$ cat config.mk
export PLATFORM = sky130hd
export DESIGN_NAME = edge_priority_slew_veto_unit
export DESIGN_NICKNAME = d
export VERILOG_FILES = /design/src/epsv_pkg.sv /design/src/epsv_front.sv /design/src/epsv_fifo.sv /design/src/epsv_back.sv /design/src/edge_priority_slew_veto_unit.sv
export SDC_FILE = /design/constraint.sdc
export NUM_CORES = 2
export LEC_CHECK = 0
export BUFFER_PORTS_ARGS = -buffer_cell sky130_fd_sc_hd__buf_4
export CORE_AREA = 8 8 415 417
export CTS_CLUSTER_SIZE = 20
export DETAILED_ROUTE_END_ITERATION = 12
export DIE_AREA = 0 0 423 425
export GPL_ROUTABILITY_DRIVEN = 0
export GPL_TIMING_DRIVEN = 0
export SYNTH_ARGS = -nofsm -noshare
export SYNTH_HDL_FRONTEND = slang
export SYNTH_SLANG_ARGS = --single-unit
$ cat constraint.sdc
create_clock -name i_clk -period 29.3 [get_ports i_clk]
set_input_delay 8.79 -clock i_clk [delete_from_list [all_inputs] [get_ports i_clk]]
set_output_delay 8.79 -clock i_clk [all_outputs]
set_load 0.005 [all_outputs]
$ cat src/epsv_pkg.sv
`timescale 1ns / 1ps
package epsv_pkg;

    // Time format: signed fixed point, 1/64 ns per LSB.
    localparam int TIME_FRAC_BITS = 6;
    localparam int NS             = 1 << TIME_FRAC_BITS;

    // Tot limits of the slewing correction.
    localparam int TOT_SLEW_LO = 2 * NS;
    localparam int TOT_FINE_HI = 15 * NS;
    localparam int TOT_CLAMP   = 40 * NS;
    localparam int TOT_SLEW_HI = 60 * NS;

    // Width of the clamped tot that feeds the quadratic.
    localparam int TS_W = $clog2(TOT_CLAMP + 1);

    // Slew coefficients in Q.20.
    localparam longint SLEW_C0 = 6689915;
    localparam longint SLEW_C1 = 317719;
    localparam longint SLEW_C2 = 3752;
    localparam longint SLEW_C3 = 1258291;
    localparam int     C1_W    = 19;
    localparam int     C2_W    = 12;

    localparam int     SLEW_SHIFT = 20 + TIME_FRAC_BITS;
    localparam longint SLEW_K0    = SLEW_C0 * NS * NS + (64'sd1 <<< (SLEW_SHIFT - 1));
    localparam longint SLEW_FINE  = ((SLEW_C3 <<< TIME_FRAC_BITS) + (64'sd1 <<< 19)) >>> 20;

    localparam int P1_W   = C1_W + TS_W;
    localparam int SQ_W   = 2 * TS_W;
    localparam int P2_W   = C2_W + SQ_W;
    localparam int NUM_W  = 48;
    localparam int SLEW_W = 16;

    typedef logic [3:0] t_prio;

    localparam t_prio PRIO_TABLE [16] = '{
        4'd0, 4'd4, 4'd5, 4'd10, 4'd2, 4'd7, 4'd11, 4'd13,
        4'd1, 4'd12, 4'd6, 4'd14, 4'd3, 4'd8, 4'd9, 4'd15
    };

    typedef enum logic {
        CFG_WINDOW   = 1'b0,
        CFG_MIN_PRIO = 1'b1
    } t_cfg_idx;

    // One classified hit as it travels from the front to the back.
    typedef struct packed {
        t_prio              prio;   // priority, zero when outside the raw window
        logic signed [32:0] delta;  // hit time minus reference time
        logic signed [31:0] tot;    // time over threshold, saturated
        logic               last;
    } t_hit_class;

    // One event result, first field in the highest bits.
    typedef struct packed {
        logic signed [31:0] largest_tot_time;
        logic signed [31:0] largest_tot;
        logic signed [39:0] tot_sum;
        logic [7:0]         hit_total;
        t_prio              best_priority;
        logic               veto_candidate;
    } t_result;

endpackage

$ cat src/epsv_front.sv
`timescale 1ns / 1ps
module epsv_front
    import epsv_pkg::*;
(
    input  logic [15:0]        i_window,
    input  logic signed [31:0] i_hit_time,
    input  logic signed [31:0] i_ref_time,
    input  logic signed [31:0] i_leading_low,
    input  logic signed [31:0] i_trailing_low,
    input  logic [3:0]         i_edge_mask,
    input  logic               i_last_hit,
    output t_hit_class         o_class
);

    logic signed [32:0] w_delta;
    logic [32:0]        w_abs;
    logic signed [32:0] w_tot_raw;
    logic signed [31:0] w_tot;
    logic               w_in_win;

    // Raw time relative to the reference and its magnitude.
    always_comb begin
        w_delta  = 33'(i_hit_time) - 33'(i_ref_time);
        w_abs    = w_delta[32] ? (~w_delta + 33'd1) : w_delta;
        w_in_win = w_abs < {17'd0, i_window};
    end

    // Time over threshold exists only when both low edges were seen.
    always_comb begin
        w_tot_raw = 33'(i_trailing_low) - 33'(i_leading_low);
        if (i_leading_low == 32'sd0 || i_trailing_low == 32'sd0) begin
            w_tot = 32'sd0;
        end else if (w_tot_raw[32] != w_tot_raw[31]) begin
            w_tot = w_tot_raw[32] ? 32'sh8000_0000 : 32'sh7FFF_FFFF;
        end else begin
            w_tot = w_tot_raw[31:0];
        end
    end

    always_comb begin
        o_class.prio  = w_in_win ? PRIO_TABLE[i_edge_mask] : 4'd0;
        o_class.delta = w_delta;
        o_class.tot   = w_tot;
        o_class.last  = i_last_hit;
    end

endmodule

$ cat src/epsv_fifo.sv
`timescale 1ns / 1ps
module epsv_fifo
    import epsv_pkg::*;
#(
    parameter int DEPTH = 4
) (
    input  logic       i_clk,
    input  logic       i_rst_n,
    input  logic       i_push,
    input  t_hit_class i_data,
    output logic       o_full,
    input  logic       i_pop,
    output logic       o_valid,
    output t_hit_class o_data
);

    localparam int PTR_W = (DEPTH > 1) ? $clog2(DEPTH) : 1;
    localparam int CNT_W = $clog2(DEPTH + 1);

    t_hit_class       r_mem [DEPTH];
    logic [PTR_W-1:0] r_wr_ptr, n_wr_ptr;
    logic [PTR_W-1:0] r_rd_ptr, n_rd_ptr;
    logic [CNT_W-1:0] r_count, n_count;

    assign o_full  = (r_count == CNT_W'(DEPTH));
    assign o_valid = (r_count != '0);
    assign o_data  = r_mem[r_rd_ptr];

    always_comb begin
        n_wr_ptr = r_wr_ptr;
        n_rd_ptr = r_rd_ptr;
        n_count  = r_count;
        if (i_push) begin
            n_wr_ptr = (r_wr_ptr == PTR_W'(DEPTH - 1)) ? '0 : r_wr_ptr + 1'b1;
        end
        if (i_pop) begin
            n_rd_ptr = (r_rd_ptr == PTR_W'(DEPTH - 1)) ? '0 : r_rd_ptr + 1'b1;
        end
        if (i_push && !i_pop) begin
            n_count = r_count + 1'b1;
        end else if (!i_push && i_pop) begin
            n_count = r_count - 1'b1;
        end
    end

    always_ff @(posedge i_clk) begin
        if (!i_rst_n) begin
            r_wr_ptr <= '0;
            r_rd_ptr <= '0;
            r_count  <= '0;
        end else begin
            r_wr_ptr <= n_wr_ptr;
            r_rd_ptr <= n_rd_ptr;
            r_count  <= n_count;
        end
    end

    always_ff @(posedge i_clk) begin
        if (i_push) begin
            r_mem[r_wr_ptr] <= i_data;
        end
    end

    a_count_bound: assert property (@(posedge i_clk) disable iff (!i_rst_n)
        r_count <= CNT_W'(DEPTH))
        else $error("queue count beyond depth");

    a_count_grows: assert property (@(posedge i_clk) disable iff (!i_rst_n)
        (i_push && !i_pop) |=> r_count == $past(r_count) + 1'b1)
        else $error("queue count did not grow on a lone push");

endmodule

$ cat src/epsv_back.sv
`timescale 1ns / 1ps
module epsv_back
    import epsv_pkg::*;
(
    input  logic        i_clk,
    input  logic        i_rst_n,
    input  logic [15:0] i_window,
    input  t_prio       i_min_prio,
    input  logic        i_head_valid,
    input  t_hit_class  i_head,
    output logic        o_pop,
    output logic        o_valid,
    input  logic        i_ready,
    output t_result     o_result
);

    // Pipeline advances whenever the result register can take a new value.
    logic w_adv;

    // Stage 1: clamped tot, region flags, first products.
    logic                    r_v1;
    t_hit_class              r_h1;
    logic                    r_quad1, r_fine1;
    logic [P1_W-1:0]         r_p1;
    logic [SQ_W-1:0]         r_sq;
    logic [TS_W-1:0]         w_ts;
    logic                    w_quad, w_fine;

    // Stage 2: coefficient times square.
    logic                    r_v2;
    t_hit_class              r_h2;
    logic                    r_quad2, r_fine2;
    logic [P1_W-1:0]         r_p1b;
    logic [P2_W-1:0]         r_p2;

    // Stage 3: slew value.
    logic                    r_v3;
    t_hit_class              r_h3;
    logic signed [SLEW_W-1:0] r_slew, n_slew;
    logic signed [NUM_W-1:0] w_num;
    logic signed [NUM_W-1:0] w_num_q;

    // Stage 4: corrected relative time.
    logic                    r_v4;
    t_hit_class              r_h4;
    logic signed [31:0]      r_ct, n_ct;
    logic signed [33:0]      w_ct_raw;

    // Event state.
    t_prio                   r_best, n_best;
    logic [7:0]              r_hits, n_hits;
    logic signed [39:0]      r_tot_acc, n_tot_acc;
    logic signed [31:0]      r_max_tot, n_max_tot;
    logic signed [31:0]      r_max_time, n_max_time;
    logic                    r_max_valid, n_max_valid;
    logic signed [40:0]      w_sum;
    logic [32:0]             w_abs_time;
    logic                    w_acc;

    t_result                 r_out, n_out;
    logic                    r_out_valid, n_out_valid;

    assign w_adv    = !r_out_valid || i_ready;
    assign o_pop    = w_adv && i_head_valid;
    assign w_acc    = w_adv && r_v4;
    assign o_valid  = r_out_valid;
    assign o_result = r_out;

    always_comb begin
        w_quad = i_head.tot inside {[TOT_SLEW_LO + 1 : TOT_SLEW_HI - 1]};
        w_fine = i_head.tot inside {[TOT_SLEW_LO + 1 : TOT_FINE_HI - 1]};
        if (i_head.tot >= TOT_CLAMP) begin
            w_ts = TS_W'(TOT_CLAMP);
        end else begin
            w_ts = i_head.tot[TS_W-1:0];
        end
    end

    always_comb begin
        w_num   = NUM_W'(SLEW_K0) - (NUM_W'(r_p1b) << TIME_FRAC_BITS) + NUM_W'(r_p2);
        w_num_q = w_num >>> SLEW_SHIFT;
        n_slew  = (r_quad2 ? SLEW_W'(w_num_q) : '0)
                + (r_fine2 ? SLEW_W'(SLEW_FINE) : '0);
    end

    always_comb begin
        w_ct_raw = 34'(r_h3.delta) - 34'(r_slew);
        if (w_ct_raw > 34'sh0_7FFF_FFFF) begin
            n_ct = 32'sh7FFF_FFFF;
        end else if (w_ct_raw < -34'sh0_8000_0000) begin
            n_ct = 32'sh8000_0000;
        end else begin
            n_ct = w_ct_raw[31:0];
        end
    end

    // Event accumulation and result formation.
    always_comb begin
        n_best      = (r_h4.prio > r_best) ? r_h4.prio : r_best;
        n_hits      = r_hits + {7'd0, (r_hits != 8'hFF)};
        w_sum       = 41'(r_tot_acc) + 41'(r_h4.tot);
        if (w_sum[40] != w_sum[39]) begin
            n_tot_acc = w_sum[40] ? 40'sh80_0000_0000 : 40'sh7F_FFFF_FFFF;
        end else begin
            n_tot_acc = w_sum[39:0];
        end
        n_max_tot   = r_max_tot;
        n_max_time  = r_max_time;
        n_max_valid = r_max_valid;
        if (r_h4.tot >= r_max_tot) begin
            n_max_tot   = r_h4.tot;
            n_max_time  = r_ct;
            n_max_valid = 1'b1;
        end
        w_abs_time = n_max_time[31] ? (~33'(n_max_time) + 33'd1) : 33'(n_max_time);

        n_out.veto_candidate   = (n_best >= i_min_prio) && n_max_valid
                               && (w_abs_time < {17'd0, i_window});
        n_out.best_priority    = n_best;
        n_out.hit_total        = n_hits;
        n_out.tot_sum          = n_tot_acc;
        n_out.largest_tot      = n_max_tot;
        n_out.largest_tot_time = n_max_valid ? n_max_time : 32'sd0;
        n_out_valid            = w_acc && r_h4.last;
    end

    always_ff @(posedge i_clk) begin
        if (!i_rst_n) begin
            r_v1        <= 1'b0;
            r_v2        <= 1'b0;
            r_v3        <= 1'b0;
            r_v4        <= 1'b0;
            r_out_valid <= 1'b0;
            r_best      <= '0;
            r_hits      <= '0;
            r_tot_acc   <= '0;
            r_max_tot   <= '0;
            r_max_time  <= '0;
            r_max_valid <= 1'b0;
        end else if (w_adv) begin
            r_v1        <= i_head_valid;
            r_v2        <= r_v1;
            r_v3        <= r_v2;
            r_v4        <= r_v3;
            r_out_valid <= n_out_valid;
            if (r_v4) begin
                if (r_h4.last) begin
                    r_best      <= '0;
                    r_hits      <= '0;
                    r_tot_acc   <= '0;
                    r_max_tot   <= '0;
                    r_max_time  <= '0;
                    r_max_valid <= 1'b0;
                end else begin
                    r_best      <= n_best;
                    r_hits      <= n_hits;
                    r_tot_acc   <= n_tot_acc;
                    r_max_tot   <= n_max_tot;
                    r_max_time  <= n_max_time;
                    r_max_valid <= n_max_valid;
                end
            end
        end
    end

    always_ff @(posedge i_clk) begin
        if (w_adv) begin
            r_h1    <= i_head;
            r_quad1 <= w_quad;
            r_fine1 <= w_fine;
            r_p1    <= P1_W'(SLEW_C1) * P1_W'(w_ts);
            r_sq    <= SQ_W'(w_ts) * SQ_W'(w_ts);
            r_h2    <= r_h1;
            r_quad2 <= r_quad1;
            r_fine2 <= r_fine1;
            r_p1b   <= r_p1;
            r_p2    <= P2_W'(SLEW_C2) * P2_W'(r_sq);
            r_h3    <= r_h2;
            r_slew  <= n_slew;
            r_h4    <= r_h3;
            r_ct    <= n_ct;
            r_out   <= n_out;
        end
    end

    a_clear_after_last: assert property (@(posedge i_clk) disable iff (!i_rst_n)
        (w_acc && r_h4.last) |=> (r_hits == 8'd0 && !r_max_valid))
        else $error("event state not cleared after the last hit");

    a_result_counts_hits: assert property (@(posedge i_clk) disable iff (!i_rst_n)
        (w_acc && r_h4.last) |=> (r_out_valid && r_out.hit_total != 8'd0))
        else $error("result lost or carries no hits");

    a_stall_freezes: assert property (@(posedge i_clk) disable iff (!i_rst_n)
        (r_out_valid && !i_ready) |=> ($stable(r_v4) && $stable(r_hits)))
        else $error("pipeline moved while the result was stalled");

endmodule

$ cat src/edge_priority_slew_veto_unit.sv
`timescale 1ns / 1ps
// Edge-priority slew veto for detector hit events.
//
// Input stream: one transfer per hit. tdata carries, from the lowest bit up,
// hit_time[31:0], ref_time[63:32], leading_low[95:64], trailing_low[127:96],
// edge_mask[131:128] and four zero bits; tlast marks the last hit of an event.
// Every event must carry at least one hit.
// Output stream: one transfer per event, after its last hit, with veto_candidate,
// best_priority, hit_total, tot_sum, largest_tot and largest_tot_time.
// Configuration: a write with i_cfg_we high sets the coincidence window (index 0)
// or the minimum priority (index 1); write only while no event is in flight.
//
// Throughput is one hit per cycle while the receiver does not stall. The front
// classifies a hit in the cycle of its transfer and writes it to a small queue;
// the back pulls it through four stages (slew multiplier, then time correction),
// folds it into the event state and registers the event's result, which drives
// o_m_axis_tvalid.
// When the receiver stalls, the back freezes, the queue fills, and the input
// tready drops once the queue is full; nothing is lost.
// Reset (synchronous, active low) empties the queue and the pipeline, clears
// the event state and loads a 5 ns window and a minimum priority of nine.
module edge_priority_slew_veto_unit
    import epsv_pkg::*;
#(
    parameter int QUEUE_DEPTH = 4
) (
    input  logic         i_clk,
    input  logic         i_rst_n,
    // hit_time, ref_time, leading_low, trailing_low, edge_mask, zero pad
    input  logic [135:0] i_s_axis_tdata,
    input  logic         i_s_axis_tlast,
    input  logic         i_s_axis_tvalid,
    output logic         o_s_axis_tready,
    // veto_candidate, best_priority, hit_total, tot_sum, largest_tot,
    // largest_tot_time, zero pad
    output logic [119:0] o_m_axis_tdata,
    output logic         o_m_axis_tvalid,
    input  logic         i_m_axis_tready,
    input  logic         i_cfg_we,
    input  logic         i_cfg_idx,
    input  logic [15:0]  i_cfg_data
);

    // Configuration registers.
    logic [15:0] r_window;
    t_prio       r_min_prio;

    always_ff @(posedge i_clk) begin
        if (!i_rst_n) begin
            r_window   <= 16'd320;
            r_min_prio <= 4'd9;
        end else if (i_cfg_we) begin
            case (t_cfg_idx'(i_cfg_idx))
                CFG_WINDOW:   r_window   <= i_cfg_data;
                CFG_MIN_PRIO: r_min_prio <= i_cfg_data[3:0];
                default:      r_window   <= r_window;
            endcase
        end
    end

    t_hit_class w_class;
    t_hit_class w_head;
    logic       w_full;
    logic       w_push;
    logic       w_head_valid;
    logic       w_pop;
    t_result    w_result;

    assign o_s_axis_tready = !w_full;
    assign w_push          = i_s_axis_tvalid && !w_full;

    // The front looks only at the raw fields of the current transfer and the window.
    epsv_front u_front (
        .i_window       (r_window),
        .i_hit_time     (i_s_axis_tdata[31:0]),
        .i_ref_time     (i_s_axis_tdata[63:32]),
        .i_leading_low  (i_s_axis_tdata[95:64]),
        .i_trailing_low (i_s_axis_tdata[127:96]),
        .i_edge_mask    (i_s_axis_tdata[131:128]),
        .i_last_hit     (i_s_axis_tlast),
        .o_class        (w_class)
    );

    epsv_fifo #(
        .DEPTH (QUEUE_DEPTH)
    ) u_queue (
        .i_clk   (i_clk),
        .i_rst_n (i_rst_n),
        .i_push  (w_push),
        .i_data  (w_class),
        .o_full  (w_full),
        .i_pop   (w_pop),
        .o_valid (w_head_valid),
        .o_data  (w_head)
    );

    epsv_back u_back (
        .i_clk        (i_clk),
        .i_rst_n      (i_rst_n),
        .i_window     (r_window),
        .i_min_prio   (r_min_prio),
        .i_head_valid (w_head_valid),
        .i_head       (w_head),
        .o_pop        (w_pop),
        .o_valid      (o_m_axis_tvalid),
        .i_ready      (i_m_axis_tready),
        .o_result     (w_result)
    );

    assign o_m_axis_tdata = {3'd0, w_result};

endmodule
# --- Word level (Yosys, flattened, before mapping) ---
# Memories as Yosys holds them, arrays and structs flattened. A register that Yosys moved wholly into a read port is not among the register bits.
# Index checks and enable logic that the tools add are counted.
# W data, S select, Z words.
classes:
  div_mod_pow: 0
  muxes: 32
  n_reduce_logical: 23
  n_eq_ne: 6
  addsub: 14
  n_mul: 3
  shift: 0
  magnitude_cmp: 12
  bitwise: 4
op_table:
  columns: ["op", "n"]
  rows:
  - ["$mux W32", 8]
  - ["$mux W40", 3]
  - ["$add A33 B1 Y33 const B", 2]
  - ["$lt A33 B16 Y1", 2]
  - ["$mux W33", 2]
  - ["$not A33 Y33", 2]
  - ["$sub A32 B32 Y33", 2]
  - ["$logic_not A32 Y1", 2]
  - ["$add A42 B36 Y42", 1]
  - ["$add A40 B32 Y41", 1]
  - ["$sub A35 B37 Y38 const A", 1]
  - ["$gt A34 B32 Y1 const B", 1]
  - ["$lt A34 B32 Y1 const B", 1]
  - ["$sub A33 B16 Y34", 1]
  - ["$mul A9 B24 Y33 const A", 1]
  - ["$ge A32 B13 Y1 const B", 1]
  - ["$ge A32 B32 Y1", 1]
  - ["$ge A32 B9 Y1 const B", 1]
  - ["$le A32 B11 Y1 const B", 1]
  - ["$le A32 B13 Y1 const B", 1]
  - ["$mul A19 B12 Y31 const A", 1]
  - ["$mul A12 B12 Y24", 1]
  - ["$mux W4", 5]
  - ["$add A16 B16 Y16", 1]
  - ["26 further kinds", 51]
totals:
  latch_bits: 0
  elab_cells: 143
  memories: 2
  reg_bits: 684
  ramBits: 280
  romBits: 64
memory_table:
  columns: ["memory", "depth", "word_bits", "rd", "rd_ports_with_merged_regs", "write_ports", "line", "source"]
  rows:
  - ["u_queue.r_mem", 4, 70, 1, 1, 1, "epsv_fifo.sv:20", "t_hit_class r_mem [DEPTH];"]
  - ["(name not given)", 16, 4, 1, 0, 0, "epsv_front.sv:41", "o_class.prio = w_in_win ? PRIO_TABLE[i_edge_mask] : 4'd0;"]

# --- Depth between registers and ports, before layout ---
logic_depth:
  word_depth: 7
  mapped_depth: 34

# --- Cells and area by module ---
# A second synthesis with hierarchy kept.
unflattened:
  cells_unflattened: 5006
  hier_area_um2: 58489.8
modules_own_cells:
  columns: ["module", "area_each_um2", "cells_per_inst", "instances"]
  rows:
  - ["epsv_back", 41562.4, 3693, 1]
  - ["epsv_fifo", 10633.9, 410, 1]
  - ["epsv_front", 5437.7, 810, 1]
  - ["edge_priority_slew_veto_unit", 855.8, 93, 1]

# --- Worst setup path before layout ---
# OpenSTA, ideal clock, no wires.
synth_path:
  path_kind: "input -> register"
  startpoint: "in i_m_axis_tready"
  endpoint: "reg u_queue.r_count[2]"
  path_buffers: 1
  t_arrival_ns: 27.872
  stages: 9
  setup_time_ns: 0.070
  setup_slack_ns: 1.358
  cell_sequence: "nand2b_1 -> clkbuf_1 -> o31ai_1 -> ha_1 -> inv_1 -> fa_1 -> xor2_1 -> or3_1 -> a21oi_1"
synth_via:
  elab_chain_cells: 5
synth_rtl:
  columns: ["element", "line", "source"]
  rows:
  - ["start: declaration", "edge_priority_slew_veto_unit.sv:38", "input logic i_m_axis_tready,"]
  - ["$logic_or A1 B1 Y1 (*)", "epsv_back.sv:63", "assign w_adv = !r_out_valid || i_ready;"]
  - ["$logic_and A1 B1 Y1 (*)", "epsv_back.sv:64", "assign o_pop = w_adv && i_head_valid;"]
  - ["$logic_not A1 Y1", "epsv_fifo.sv:39", "if (i_push && !i_pop) begin"]
  - ["$logic_and A1 B1 Y1", "epsv_fifo.sv:39", null]
  - ["$mux W3 or $reduce_bool A2 Y1 (tied branches)", null, null]
  - ["end signal: assignment", "epsv_fifo.sv:54", "r_count <= n_count;"]
  - ["end: declaration", "epsv_fifo.sv:23", "logic [CNT_W-1:0] r_count, n_count;"]
# Every way passes the cells marked *; elsewhere a longest branch is shown, timed or not.
# A chain may end at the register's enable or synchronous reset.

==> results.toml <==
[clock_network]
cts_tree = "yes"
root_buffer = "clkbuf_16"
clk_path_buf_depth = 3
worst_skew_pair.late_latency_ps = 710
postCtsHoldBufs = 0
cts_setup_buffers = 0
cts_num_sinks = 961
cts_resized = 0
h-tree-depth = 3
cts_made_buffers = 98
cts.clk_slew.worst_paths_ps = 60

[drt]
routed_wl_microns = 142900
vias = 38943
first_pass_iters = 6
dr.first_iter.drc_count = 2818
wl_per_cell_microns = 18.77
drc = 0
ant_nets = 0
vias_per_cell = 5.116

[placed_design]
io_buffer_count = 272
dp_hpwl_microns = 111200
dpl_cell_area_sq_um = 62740

[global_route]
grt_max_degree = 71
grt_usage_pct = 15.40
antenna_found_initial = 10
grt_pass1_wl_microns = 221900
grt-ovfl-total = 0
grt_pass1_vias = 39311

[critical_path]
crit_slowest_cell = "nor4_1"
crit_path_max_incr_delay_ps = 650
start_kind = "input port"
r2r_cells = 30
critical_path_arrival_ps = 15690
crit_path_max_fanout = 13
cp.required_ps = 29720
endpoint_kind = "flip-flop"
path_class = "input port to flip-flop"

[yosys]
synth_common_cells = "810 x edfxtp_1, 512 x inv_1, 511 x ha_1"
yosys_warnings = 0
yosys_register_bits = 961
yosysUniqueCellTypes = 108
postSynthCellCount = 4934
ys.flop_type = "edfxtp_1"
yosys-top-cells-area = "edfxtp_1 42%, ha_1 11%, fa_1 8.0%"
synth-async-reset-ratio_pct = 0
avgSynthCellArea_sq_um = 11.67
yosysMostFrequentCell = "edfxtp_1"
synth_top_area_share_pct = 42.24
synth_top_cell_by_area = "edfxtp_1"
synth_edf_count = 810
yosysSeqAreaShare_pct = 47.49
syn_area_sq_um = 57580

[sta]
relSlewSlack_pct = 8.443
rsz0062_at_grt = "false"
fmax_ghz = 0.06547
setup-tns-final_ps = 0
hold_viol = 0
finClkSkew_ps = 16.22
post-route-period-util_pct = 52.13
tightestPinTransition_ps = 1362
setup_viol = 0
slew_violations = 0
finalCriticalPeriod_ps = 15270

[layout]
fin_nets = 6222
fill_cells = 15887
fin_util_pct = 39.87
drive_gt1_share_pct = 11.01
final_area_sq_um = 66150
multi_input_area_sq_um = 27790
area_delta_synth_final_pct = 14.89
regArea_sq_um = 27350

[die]
die_w_microns = 423
num_rows = 150
top_level_ports = 281
coreArea_sq_um = 165900
initial_core_util_pct = 34.70
dieArea_sq_um = 179800
die_y_microns = 425

[min_path]
hold_depth = 0
hold_path.class = "flip-flop to flip-flop"

[run]
max-cap-violations = 0

[outcome]
status = "completed"
==> registers in the layout, indices dropped and copies added, names as in the netlist, 16 cells and up, named ones only <==
signal and count:
u_back.r_h4 37, u_back.r_p1b 31, u_back.r_h2 70, u_back.o_result 117
u_queue.r_mem 280, u_back.r_h3 70, u_back.r_max_time 32, u_back.r_p1 30
u_back.r_p2 30, r_window 16, u_back.r_slew 16, u_back.r_ct 32
u_back.r_max_tot 32, u_back.r_sq 23, u_back.r_tot_acc 40, u_back.r_h1 70
==> placed cells by master (no fill, tap or decap), types with 32 or more instances in the layout <==
| cell | synthesis | final |
|---|---|---|
| mux4_2 | 68 | 68 |
| a22oi_1 | 74 | 74 |
| o21ai_0 | 220 | 220 |
| dfxtp_1 | 151 | 151 |
| nand2b_1 | 55 | 55 |
| clkbuf_1 | 98 | 118 |
| edfxtp_1 | 810 | 810 |
| a21oi_1 | 284 | 284 |
| clkbuf_16 | 0 | 99 |
| buf_4 | 3 | 275 |
| and2_1 | 35 | 35 |
| nor2b_1 | 38 | 38 |
| fa_1 | 230 | 230 |
| nor2_1 | 353 | 353 |
| xor2_1 | 107 | 107 |
| o21ai_1 | 32 | 32 |
| and3_1 | 52 | 48 |
| nand3_1 | 74 | 74 |
| nor3_1 | 74 | 74 |
| nor4_1 | 49 | 49 |
| ha_1 | 511 | 511 |
| inv_1 | 512 | 512 |
| a21o_1 | 84 | 84 |
| o21a_1 | 45 | 45 |
| a31oi_1 | 35 | 35 |
| mux2i_1 | 39 | 39 |
| nand2_1 | 301 | 301 |
| xnor2_1 | 154 | 154 |
==> worst max-delay path, delay by kind of cell <==
family                     cells  cell delay [ps]
AOI/OAI and AO/OA             16             3380
xor gates and xnor gates       1              190
adders and majority gates      3              900
buffers and inverters          6             1250
and+or+nand+nor                4             1160
==> logic make-up after synthesis <==
kind of cell,Yosys count,share of synthesized area [%]
AOI/OAI and AO/OA,1033,11.66
other,2,0.01304
DFF,961,47.49
xor gates and xnor gates,262,3.998
muxes,121,3.612
adders and majority gates,755,19.34
buffers and inverters,651,4.300
and+or+nand+nor,1149,9.575
==> worst paths after layout <==
path                                             end  slack [ps]               from
worst max register to register       u_back.r_p1[29]       18880          flip-flop
worst max-delay path            u_queue.r_mem[0][68]       14030  i_s_axis_tdata[0]
worst min register to register       u_back.r_h2[39]         410    u_back.r_h1[39]
worst min-delay path                 u_back.r_h2[39]         410    u_back.r_h1[39]
==> stage by stage <==
step	hold slack, ps	setup WS (ps)	instances
finish	411.8	14030	7612
CTS	414.7	14100	7609
floorplan	400.3	1358	4937
global route	418.0	13470	7611
detailed placement	404.5	13320	7425
global placement	402.7	-10010	7413
==> routing by layer <==
metal	GRT usage (%)	part of all wire, %	vias to the layer above
li1	-	-	18640
met1	22.14	48	19016
met2	23.87	44	1024
met3	2.276	5.2	263
met4	5.033	3.3	0
met5	0	0	-
==> layout make-up <==
| class | instances | area share [%] |
|---|---|---|
| antenna | 2 | 0.007565 |
| inverter | 515 | 2.922 |
| buffer | 136 | 0.8265 |
| clock buffer | 124 | 3.947 |
| clock inverter | 60 | 1.193 |
| sequential | 961 | 41.34 |
| timing repair buffer | 285 | 3.594 |
| multi-input combinational | 3325 | 42.00 |
| tap | 2204 | 4.169 |
Power is not shown: default switching activity piles up to over one toggle a cycle in this logic, so the estimate is an artifact.
